===== src/rtl/ccbus_pkg.sv =====
`default_nettype none

package ccbus_pkg;

   // work ram: power of two depth, mirrored through 0x0000-0x1fff
   localparam int RAM_AW    = 11;
   localparam int RAM_DEPTH = 1 << RAM_AW;

   localparam logic [15:0] RAM_MIRROR_END = 16'h1FFF;
   localparam logic [15:0] PPU_MIRROR_END = 16'h3FFF;
   localparam logic [15:0] APU_FIRST      = 16'h4000;
   localparam logic [15:0] DMA_START_ADDR = 16'h4014;
   localparam logic [15:0] APU_STATUS     = 16'h4015;
   localparam logic [15:0] PAD0_ADDR      = 16'h4016;
   localparam logic [15:0] PAD1_ADDR      = 16'h4017;
   localparam logic [15:0] PPU_OAM_DATA   = 16'h0004;

   typedef enum logic [1:0] {
      CMD_TICK    = 2'd0,
      CMD_READ    = 2'd1,
      CMD_WRITE   = 2'd2,
      CMD_APU_IRQ = 2'd3
   } command_type;

   typedef enum logic [3:0] {
      TGT_NONE = 4'd0,
      TGT_CART = 4'd1,
      TGT_RAM  = 4'd2,
      TGT_PPU  = 4'd3,
      TGT_APU  = 4'd4,
      TGT_PAD0 = 4'd5,
      TGT_PAD1 = 4'd6,
      TGT_PADS = 4'd7,
      TGT_DMA  = 4'd8
   } target_type;

   typedef struct packed {
      target_type  target;
      logic [15:0] dev_addr;
   } decode_type;

endpackage

`default_nettype wire


===== src/rtl/ccbus_decode.sv =====
`default_nettype none

module ccbus_decode
   import ccbus_pkg::*;
(
   input  wire logic [15:0] address,
   input  wire logic        is_write,
   input  wire logic        claim,
   output decode_type       dec
);

   always_comb begin
      dec.target   = TGT_NONE;
      dec.dev_addr = address;
      if (claim) begin
         dec.target = TGT_CART;
      end else if (address <= RAM_MIRROR_END) begin
         dec.target   = TGT_RAM;
         dec.dev_addr = {{(16 - RAM_AW){1'b0}}, address[RAM_AW-1:0]};
      end else if (address <= PPU_MIRROR_END) begin
         dec.target   = TGT_PPU;
         dec.dev_addr = {13'd0, address[2:0]};
      end else if (is_write) begin
         if (address == DMA_START_ADDR) begin
            dec.target = TGT_DMA;
         end else if (address == PAD0_ADDR) begin
            dec.target = TGT_PADS;
         end else if (address >= APU_FIRST && address <= PAD1_ADDR) begin
            dec.target = TGT_APU;
         end
      end else begin
         if (address == PAD0_ADDR) begin
            dec.target = TGT_PAD0;
         end else if (address == APU_STATUS) begin
            dec.target = TGT_APU;
         end else if (address == PAD1_ADDR) begin
            dec.target = TGT_PAD1;
         end
      end
   end

endmodule

`default_nettype wire


===== config.mk =====
export PLATFORM = sky130hd
export DESIGN_NAME = ccbus_decode
export DESIGN_NICKNAME = d
export VERILOG_FILES = /design/src/rtl/ccbus_pkg.sv /design/src/rtl/ccbus_decode.sv
export SDC_FILE = /design/constraint.sdc
export NUM_CORES = 1
export LEC_CHECK = 0
export BUFFER_PORTS_ARGS = -buffer_cell sky130_fd_sc_hd__buf_2
export CORE_AREA = 10 10 47 49
export DETAILED_ROUTE_END_ITERATION = 7
export DIE_AREA = 0 0 57 59
export GPL_TIMING_DRIVEN = 0
export PLACE_DENSITY = 0.62
export SETUP_SLACK_MARGIN = 0.1
export SLEW_MARGIN = 15
export SYNTH_ARGS = -nofsm -noshare
export SYNTH_HDL_FRONTEND = slang
export SYNTH_SLANG_ARGS = --single-unit

===== constraint.sdc =====
create_clock -name vclk -period 1.1
set_input_delay 0.055 -clock vclk [all_inputs]
set_output_delay 0.055 -clock vclk [all_outputs]
set_load 0.01 [all_outputs]

==> impl_metrics.json <==
{
  "crit_chain": "buf_6 -> nor4b_4 -> nand3b_4 -> a2111oi_4 -> buf_2",
  "seq_cell_count": 0,
  "via_per_inst": 4.59,
  "grt_pass1_vias": 507,
  "port_buffers": 38,
  "fmax_mhz": 838,
  "finalMaxSlewViolations": 0,
  "path_class": "in2out",
  "violations": "negative setup slack",
  "diodes": 0,
  "cp.required_ns": 1.04,
  "hold_viol": 0,
  "syn_inst": 41,
  "startpoint": "address[9]",
  "ys_seq_area_frac": 0,
  "drt_iter0_drc": 0,
  "hpwl_mm": 1.12,
  "avgRoutedWirePerCell_um": 14.0,
  "path_max_fanout": 3,
  "initial_utilization": 0.218,
  "core.rowCount": 14,
  "finalSetupViolCount": 4,
  "antenna_found_initial": 0,
  "antenna_left": 0,
  "power_uw": 219,
  "die_h_um": 59,
  "cp.arrival_ns": 1.14,
  "tightestPinTransition_ns": 0.372,
  "yosysTopAreaCell": "nor2b_1",
  "cp.buffers_inverters": 2,
  "maxSlewHeadroom": 0.750,
  "rsz0062_at_grt": "true",
  "final_nets": 101,
  "p_leak_uw": 0.000333,
  "fill_cells": 149,
  "die_area_um2": 3360,
  "status": "finished, violations left",
  "powerDensity_nw_per_um2": 342,
  "fin_util": 0.458,
  "drive_gt1_frac": 0.679,
  "ys.warnings.count": 0,
  "grt_usage": 0.0740,
  "grt_max_degree": 9,
  "grt_pass1_wl_mm": 2.22,
  "holdWs_ns": 0.410,
  "drc": 0,
  "grt_overflow_total": 0,
  "hold_path_class": "in2out",
  "vdd_drop_max_uv": 153,
  "gp_congestion": 0.653,
  "seqCellArea_um2": 0,
  "crit_family": "simple AND/OR/NAND/NOR gates",
  "vias": 445,
  "critPathMaxStageDelay_ns": 0.34,
  "syn-num-nets": 59,
  "pre_cts_slack_ns": -0.129,
  "nClkBuffers": 0,
  "period_share": 1.09,
  "drt-total-wl_mm": 1.36,
  "synth.distinct_cells": 23,
  "setup_slack_ns": -0.0937,
  "cts-hold-fix-buffers": 0,
  "final_common_cell": "buf_2",
  "synthTopCellsByArea": "nor2b_1 (20%), nor4b_4 (7.8%), buf_4 (7.4%), nor4_4 (7.0%), nor3_2 (6.6%)",
  "avgSynthCellArea_um2": 7.45,
  "final_cell_mix": "buf_2 (31), nor2b_1 (10), buf_6 (6)",
  "core_region_area_um2": 1400,
  "syn2layout_area_growth_pct": 110,
  "pin_count": 38,
  "first_pass_iters": 1,
  "hp-start": "claim",
  "maxCapViolations": 0,
  "fp.dieW_um": 57,
  "end_kind": "output pin",
  "synthesis.area_um2": 305,
  "synth_top_area_share": 0.205,
  "tns_ns": -0.303,
  "start_kind": "input pin",
  "fin_crit_ns": 1.19,
  "critPathSlowestCell": "nor4b_4"
}
-- logic make-up after synthesis --
kind of cell	after synthesis	share of synthesized area
buf+inv	9	0.152
simple gates	25	0.623
compound gates	6	0.197
xor+xnor	1	0.0287
-- final timing paths --
path | slack, ns | endpoint | cells after the start
worst max-delay path | -0.09 | dec[18] | 5
worst min-delay path | 0.41 | dec[16] | 4
-- metrics by stage --
stage	cells	instance area [um2]
2_1_floorplan	41	305
3_3_place_gp	95	515
3_5_place_dp	95	515
4_1_cts	96	576
5_1_grt	97	642
6_report	97	642
-- synthesized netlist by cell type (all sizes together), types with 2 or more instances --
library cell and n:
buf 4, nor4 2, nand2 2, nor3 2
inv 3, clkbuf 2, nor2b 10, nor2 3
-- tightest hold or removal path, delay by kind of cell --
family | cells | cell delay, ns
AOI/OAI and AO/OA | 2 | 0.10
buffers and inverters | 2 | 0.20
-- per-layer routing --
| layer | global-route usage | wire length, um | vias up |
|---|---|---|---|
| met5 | 0 | 0 | - |
| met4 | 0 | 0 | 0 |
| met3 | 0.0172 | 87 | 0 |
| met2 | 0.135 | 653 | 23 |
| met1 | 0.0905 | 614 | 197 |
| li1 | - | - | 225 |
-- area by class of cell --
type,count,area (um2),area share
Buffer,6,45.0,0.0702
Inverter,3,11.3,0.0175
Timing Repair Buffer,40,253,0.394
Multi-Input combinational cell,32,313,0.487
Tap cell,16,20.0,0.0312
-- power breakdown --
| group | total, uW | switching (uW) | internal [uW] | leakage, uW |
|---|---|---|---|---|
| logic | 219 | 107 | 112 | 0.000333 |
| clock network | 0 | 0 | 0 | 0 |
| registers | 0 | 0 | 0 | 0 |
-- repair_timing --
item | in CTS | in global routing
pin swaps | 4 | 5
buffers inserted | 1 | 1
setup endpoints to repair | 12 | 12
resized for setup | 7 | 17
hold endpoints to repair | 0 | 0
(Power assumes the default switching activity.)
